--- src/rtl/asrb_pkg.sv ---
// Shared types and constants for the acked send ring buffer.
// No dependencies; every other file in rtl/ uses this package.
`default_nettype none

package asrb_pkg;

    localparam int DEF_CAPACITY = 4096;
    localparam int OFS_W        = 62;
    localparam int CNT_W        = 13;
    localparam int IDX_W        = 12;
    localparam int BYTE_W       = 8;

    // Operation codes
    localparam logic [1:0] OP_PUSH = 2'd0;
    localparam logic [1:0] OP_PEEK = 2'd1;
    localparam logic [1:0] OP_SENT = 2'd2;
    localparam logic [1:0] OP_ACK  = 2'd3;

    // Status codes
    localparam logic ST_OK  = 1'b0;
    localparam logic ST_REJ = 1'b1;

    typedef struct packed {
        logic [1:0]        operation;
        logic [BYTE_W-1:0] data_byte;
        logic [IDX_W-1:0]  peek_index;
        logic [CNT_W-1:0]  sent_amount;
        logic [OFS_W-1:0]  ack_offset;
    } t_in_word;

    typedef struct packed {
        logic              status;
        logic [BYTE_W-1:0] read_byte;
        logic [CNT_W-1:0]  contiguous_count;
        logic [CNT_W-1:0]  unsent_count;
        logic [CNT_W-1:0]  free_space;
    } t_out_word;

    typedef enum logic [1:0] {
        S_IDLE,
        S_EVAL,
        S_APPLY,
        S_REPORT
    } t_state;

    // Sequencing commands from controller to datapath
    typedef struct packed {
        logic load;
        logic eval;
        logic apply;
    } t_dp_cmd;

endpackage

`default_nettype wire

--- src/rtl/asrb_ctrl.sv ---
// Controller state machine for the acked send ring buffer.
// Depends on asrb_pkg; drives the datapath command struct.
`default_nettype none

module asrb_ctrl (
    input  wire logic              i_clk,
    input  wire logic              i_rst_n,
    input  wire logic              start,
    output logic                   busy,
    output logic                   o_done,
    output asrb_pkg::t_dp_cmd      o_cmd
);

    asrb_pkg::t_state r_state;
    asrb_pkg::t_state n_state;

    always_ff @(posedge i_clk) begin
        if (!i_rst_n) begin
            r_state <= asrb_pkg::S_IDLE;
        end else begin
            r_state <= n_state;
        end
    end

    always_comb begin
        n_state = r_state;
        case (r_state)
            asrb_pkg::S_IDLE: begin
                if (start) begin
                    n_state = asrb_pkg::S_EVAL;
                end
            end
            asrb_pkg::S_EVAL:   n_state = asrb_pkg::S_APPLY;
            asrb_pkg::S_APPLY:  n_state = asrb_pkg::S_REPORT;
            asrb_pkg::S_REPORT: n_state = asrb_pkg::S_IDLE;
            default:            n_state = asrb_pkg::S_IDLE;
        endcase
    end

    always_comb begin
        busy        = 1'b1;
        o_done      = 1'b0;
        o_cmd       = '0;
        case (r_state)
            asrb_pkg::S_IDLE: begin
                busy       = 1'b0;
                o_cmd.load = start;
            end
            asrb_pkg::S_EVAL:   o_cmd.eval  = 1'b1;
            asrb_pkg::S_APPLY:  o_cmd.apply = 1'b1;
            asrb_pkg::S_REPORT: o_done      = 1'b1;
            default:            busy        = 1'b1;
        endcase
    end

endmodule

`default_nettype wire

--- config.mk ---
export PLATFORM = sky130hd
export DESIGN_NAME = asrb_ctrl
export DESIGN_NICKNAME = d
export VERILOG_FILES = /design/src/rtl/asrb_pkg.sv /design/src/rtl/asrb_ctrl.sv
export SDC_FILE = /design/constraint.sdc
export NUM_CORES = 1
export LEC_CHECK = 0
export ABC_AREA = 1
export BUFFER_PORTS_ARGS = -buffer_cell sky130_fd_sc_hd__buf_2
export CAP_MARGIN = 20
export CORE_AREA = 4 4 41 43
export CTS_BUF_LIST = sky130_fd_sc_hd__clkbuf_8
export DETAILED_ROUTE_END_ITERATION = 7
export DIE_AREA = 0 0 45 47
export SLEW_MARGIN = 20
export SYNTH_ARGS = -nofsm -noshare
export SYNTH_HDL_FRONTEND = slang
export SYNTH_SLANG_ARGS = --single-unit
--- constraint.sdc ---
create_clock -name i_clk -period 1.17 [get_ports i_clk]
set_input_delay 0.0585 -clock i_clk [delete_from_list [all_inputs] [get_ports i_clk]]
set_output_delay 0.0585 -clock i_clk [all_outputs]
set_load 0.1 [all_outputs]
After elaboration in Yosys (flattened, before gate mapping)
Cells that the tools add are included.

operators by class
  eq/ne operators = 4
  reductions and logical operators = 1
  multiplexer cells = 7

operators by type and width
  operator                                        number
  one-hot mux 2 bit (4 select lines)              1
  2-to-1 mux 1 bit                                5
  == test 2 bit (second input constant)           2
  == test 2 x 1 -> 1 bit (second input constant)  1
  logical NOT 2 bit                               1
  2-to-1 mux 2 bit                                1
  inequality test 2 bit (second input constant)   1

storage, ports and cells
  logic and storage cells = 13
  register bits after elaboration = 2

Depth between registers and ports, before layout
Gate-level depths: netlist of the first run.

  word-level depth = 2
  gate-level depth with buffers = 6
  gate-level depth less buffers = 6

Worst setup path before layout of the first run
No wires, ideal clock.

  path kind = reg-to-reg
  from = register r_state[0]
  to = register r_state[0]
  stages on the path, launching flop included = 7
  period minus slack after synthesis = 1574 ps
  buffers on the path = 0
  setup slack = -404 ps
  arrival = 1510 ps
  data required time = 1106 ps
  cell sequence = dfxtp_1 > inv_1 > ha_1 > inv_1 > nand2_1 > nor2_1 > nor2_1

on the way
  longest elaborated chain between the ends = 2

RTL lines
  item                                                                         line             text
  start, declared                                                              asrb_ctrl.sv:14  asrb_pkg::t_state r_state;
  start signal, assigned                                                       asrb_ctrl.sv:19  r_state <= asrb_pkg::S_IDLE;
  start signal, assigned                                                       asrb_ctrl.sv:21  r_state <= n_state;
  == test 2 bit (tied with other cells)                                        asrb_ctrl.sv:27  case (r_state)
  one-hot mux 2 bit (4 select lines) or inequality test 2 bit (tied branches)  n/a

Several ways; a longest one is shown, not always the timed one.
A chain may end at the register's enable or synchronous reset.

==> metrics, run 1 <==
Top reg by flops r_state; final hold violations 0; RSZ-0062 raised after global routing true; Synth cell types 8; cell accounting for the most synthesized area ha_1; die area around 2100 um2; final net count 48; Syn Area/Cell approximately 7.0 um2; Max Cap Viol 0; vias in the first global route around 220; die height ~47 um; Die Wd approximately 45 um; Worst-Skew Late Latency 0.21 ns; met2 Use GR 9.60%; effective utilization at floorplan a little over an eighth; Clock transition at path regs 0.03 ns; status complete, no violations; largest registers r_state (2); Yosys warning count 0; share of the synthesized area in the top cell type 35.7%; Worst path slowest cell dfxtp_4; FILL cells 150; ranking of synthesized cells by area ha_1 36%, dfxtp_1 23%, inv_1 13%; number of synthesized register bits 2; Simple-Gate Fraction of Synth Area 26.4%; post-route ant nets 0; post-synthesis xor/xnor area fraction 0%; Critical Path AT 1.10 ns; M3 GR Usage 2.30%; adder-cell share of the synthesized area 35.7%; Detailed Route Iter0 Violations 4; Vias/cell 3.64; IO Pins 8; fin crit share between 90% and 100%; layout cells sized above 1 about two thirds; max reg flops 2; CTS tree built; FP Rows 13; core box area between 1000 and 1500 um2; All-Layer GR Usage around 5.7%; Seq/Total Area, Yosys 22.9%; Hold Crit Class input port to register; first-pass GRT wire length 786 um; Slew Viols, Final 0; final core occ between 30% and 40%; Post-Synthesis Cell Area 175 um2; Worst-Margin Slew about 0.094 ns; Critical Path Source Type register; Final GP Congestion slightly below 0.7; critical path cell sequence inv_6 -> ha_4 -> nand2_4 -> clkinvlp_4 -> buf_12; drc violations 0; Compound-Gate Fraction of Synth Area 0%; initial antenna violation count 0; CTS buffer count 3; syn_nets 33; max frequency 863 MHz; required time worst endpoint between 1 and 1.5 ns; Slew headroom between 90% and 100%; largest family of logic cells by synthesized area adder cells; Setup Skew approximately 0.0029 ns; final setup violation count 0; Setup CP Type register to output pin; final wirelength 432 um; GR peak layer met2; post-synthesis mux area share 0%; largest net degree at the start of global routing 5; IO Port Bufs 7; # H-tree levels 1; routing usage on met1 under 10%; wire per inst 8.15 um; number of clock sinks 2; Via Count between 150 and 200; Cells after Synth 25; Critical Path Fanout Max 4; Critical Path End Type output pin; CTS root buf clkbuf_8; drt pass-1 iters 4; Remaining Overflow, GRT 0; area grow syn2layout 144%; setup TNS 0 ns; # diodes 0; Detail Placement HPWL approximately 330 um; Longest Clk Path Bufs 2; slowest cell delay on critical path 0.35 ns; final worst path period need 1.16 ns
==> layer usage <==
metal / wire [um] / share of wire [%] / vias to the layer above
met3: 33 / 7.6 / 0
li1: - / - / 100
met4: 0 / 0 / 0
met1: 133 / 31 / 87
met2: 265 / 61 / 6
met5: 0 / 0 / -
==> cells in the final DEF (no fill, tap or decap) <==
cell type / n
buf_12: 5
buf_2: 2
buf_4: 3
clkbuf_8: 3
clkinvlp_4: 1
dfxtp_4: 2
ha_1: 1
ha_2: 2
ha_4: 2
inv_1: 3
inv_4: 2
inv_6: 1
nand2_1: 3
nand2_4: 1
nand3_1: 2
nor2_1: 4
nor2_2: 1
==> synthesized netlist by cell type <==
master   count
inv_1        6
ha_1         5
nand2_1      4
nor2_1       4
dfxtp_1      2
nand3_1      2
inv_2        1
nor2_2       1
==> area by class of cell <==
| class | count | area [um2] | share of cell area, % |
|---|---|---|---|
| sequential | 2 | 47.5 | 11.1 |
| clock buffer | 3 | 41.3 | 9.68 |
| multi-input combinational | 16 | 146 | 34.3 |
| inverter | 7 | 40.0 | 9.38 |
| tap | 15 | 18.8 | 4.40 |
| timing repair buffer | 10 | 133 | 31.1 |
==> worst max-delay path: cells and delay by family, from the launching register on <==
| family | cells | cell delay [ns] |
|---|---|---|
| simple gates | 1 | 0.06 |
| flops | 1 | 0.35 |
| fa+ha+maj | 1 | 0.17 |
| buf+inv | 3 | 0.31 |
==> through the flow <==
step / instances / setup WS, ns / hold slack, ns / cell area, um2
2_1_floorplan: 25 / 0.0128 / 0.172 / 215
3_3_place_gp: 47 / 0.135 / 0.295 / 344
3_5_place_dp: 47 / 0.113 / 0.304 / 344
4_1_cts: 53 / 0.0128 / 0.0768 / 424
5_1_grt: 53 / -0.0281 / 0.0920 / 427
6_report: 53 / 0.0115 / 0.0819 / 427
==> repair_timing <==
action,in CTS,in global routing
buffers inserted,3,0
setup endpoints to repair,1,1
resized for setup,7,1
pin swaps,2,0
hold buffers,0,0
==> path summary, 6_finish.rpt <==
path                    from          to  slack [ns]  cells past startpoint
setup reg to reg  r_state[0]  r_state[1]        0.18                      6
hold reg to reg   r_state[0]  r_state[0]        0.62                      4
hold / removal       i_rst_n  r_state[0]        0.08                      3
setup / recovery  r_state[0]    o_cmd[2]        0.01                      5
==> logic make-up after synthesis <==
kind of cell,after synthesis
and+or+nand+nor,11
buffers and inverters,7
adders and majority gates,5
DFF,2
Power of run 1 is left out: the tool's default activity adds up to more than one toggle a clock period on the data nets, which glitch-free logic cannot reach.
==> run 2: changes to the inputs <==
CTS_BUF_LIST = sky130_fd_sc_hd__clkbuf_16   (was sky130_fd_sc_hd__clkbuf_8)
==> run 2 against run 1 <==
First-iteration DRC count did not move. Design area rose by 7.9%. Global-route usage rose by 0.079 points. Non-clock buffer count did not move. Routed wire length fell by 0.69%. Largest cell class unchanged. Critical endpoint unchanged. Sequential share of layout area fell by 0.82 points.
==> metrics, run 2 (synthesis gave the netlist of run 1 again) <==
Remaining Overflow, GRT 0 (unchanged); Critical Path End Type output pin (unchanged); Max Cap Viol 0 (unchanged); RSZ-0062 raised after global routing true (unchanged); reg2reg start r_state[0] (unchanged); final net count 48 (unchanged); largest registers r_state (2) (unchanged); die area 2120 um2 (unchanged); worst hold margin 0.0721 ns (was 0.0819 ns); Final GP Congestion 0.676 (unchanged); number of clock sinks 2 (unchanged); # diodes 0 (unchanged); final worst path period need 1.17 ns (was 1.16 ns); Hold Crit Class input port to register (unchanged); Setup WS pre-CTS 0.113 ns (unchanged); max frequency 858 MHz (was 863 MHz); drc violations 0 (unchanged); slowest cell delay on critical path 0.35 ns (about the same); Critical Path Source Type register (unchanged); crit path launch r_state[0] (unchanged); Detailed Route Iter0 Violations 4 (unchanged); critical path cell sequence inv_6 -> ha_4 -> nand2_4 -> clkinvlp_4 -> buf_12 (unchanged); effective utilization at floorplan 13.5% (unchanged); FP Rows 13 (unchanged); layout cells sized above 1 65.8% (unchanged); status complete, no violations (unchanged); Via Count 190 (was 193); final worst slack 0.00458 ns (was 0.0115 ns); wire per inst 8.09 um (was 8.15 um); final hold violations 0 (unchanged); final wirelength 429 um (was 432 um); largest net degree at the start of global routing 5 (unchanged); Worst path slowest cell dfxtp_4 (unchanged); Critical Path AT 1.11 ns (was 1.10 ns); Die Wd 45 um (unchanged); CTS buffer count 3 (unchanged); Worst-Margin Slew 0.0944 ns (was 0.0941 ns); Slew headroom 93.7% (about the same); Slew Viols, Final 0 (unchanged); CTS root buf clkbuf_16 (was clkbuf_8); IO Pins 8 (unchanged); # H-tree levels 1 (unchanged); area grow syn2layout 163% (was 144%); Setup CP Type register to output pin (unchanged); Clock transition at path regs 0.03 ns (about the same); Vias/cell 3.58 (was 3.64); commonest non-fill, non-tap cell in the layout buf_12 (unchanged); first-pass GRT wire length 800 um (was 786 um); final setup violation count 0 (unchanged); CTS tree built (unchanged); post-route ant nets 0 (unchanged); Longest Clk Path Bufs 2 (unchanged); drt pass-1 iters 4 (unchanged); max reg flops 2 (unchanged); die height 47 um (unchanged); IO Port Bufs 7 (unchanged); initial antenna violation count 0 (unchanged); required time worst endpoint 1.11 ns (about the same); All-Layer GR Usage 5.83% (was 5.75%); fin crit share 99.6% (was 99.0%); Detail Placement HPWL 329 um (unchanged); vias in the first global route 220 (was 219); Setup Skew 0.00233 ns (was 0.00287 ns); final core occ 35.4% (was 32.8%); Top reg by flops r_state (unchanged); HP Start i_rst_n (unchanged); core box area 1300 um2 (unchanged); Critical Path Fanout Max 4 (unchanged); most frequent cells in the layout 5 x buf_12, 4 x nor2_1 (unchanged); Worst-Skew Late Latency 0.22 ns (was 0.21 ns)
==> run 2: changes by cell type in the layout (fill, tap and decap cells not counted) <==
cell,delta
clkbuf_16,+3
clkbuf_8,-3
==> run 2: repair_timing <==
item / in CTS / in global routing
hold buffers: 0 / 0
cloned: 0 / 0
pin swaps: 2 / 0
buffers inserted: 3 / 0
setup endpoints to repair: 3 / 1
resized for setup: 7 / 1
==> run 2: area by class of cell <==
type,instances,area (um2)
inverter,7,40.0
sequential,2,47.5
fill,145,841
multi-input combinational,16,146
clock buffer,3,75.1
timing repair buffer,10,133
tap,15,18.8
==> run 2: path summary, 6_finish.rpt <==
kind | end | slack (ns) | cells past startpoint
hold reg to reg | r_state[0] | 0.62 | 4
hold / removal | r_state[0] | 0.07 | 3
setup / recovery | o_cmd[2] | 0.005 | 5
setup reg to reg | r_state[1] | 0.18 | 6
==> run 2: routing by layer <==
layer | part of all wire [%] | GRT usage (%)
met1 | 33 | 4.73
met2 | 60 | 9.89
met3 | 6.8 | 2.30
met4 | 0 | 7.02
met5 | 0 | 0
==> run 2: critical path: cells and delay by family, from the launching register on <==
kind / cells / cell delay (ns)
DFF: 1 / 0.35
buffers and inverters: 3 / 0.31
adders and majority gates: 1 / 0.17
and+or+nand+nor: 1 / 0.06
==> run 2: per-stage QoR <==
step	area (um2)	TNS [ns]	std cells
CTS	458	0	53
detailed placement	344	0	47
floorplan	215	0	25
global route	460	-0.0315	53
finish	460	0	53
global placement	344	0	47
Power of run 2 is left out for the same reason.
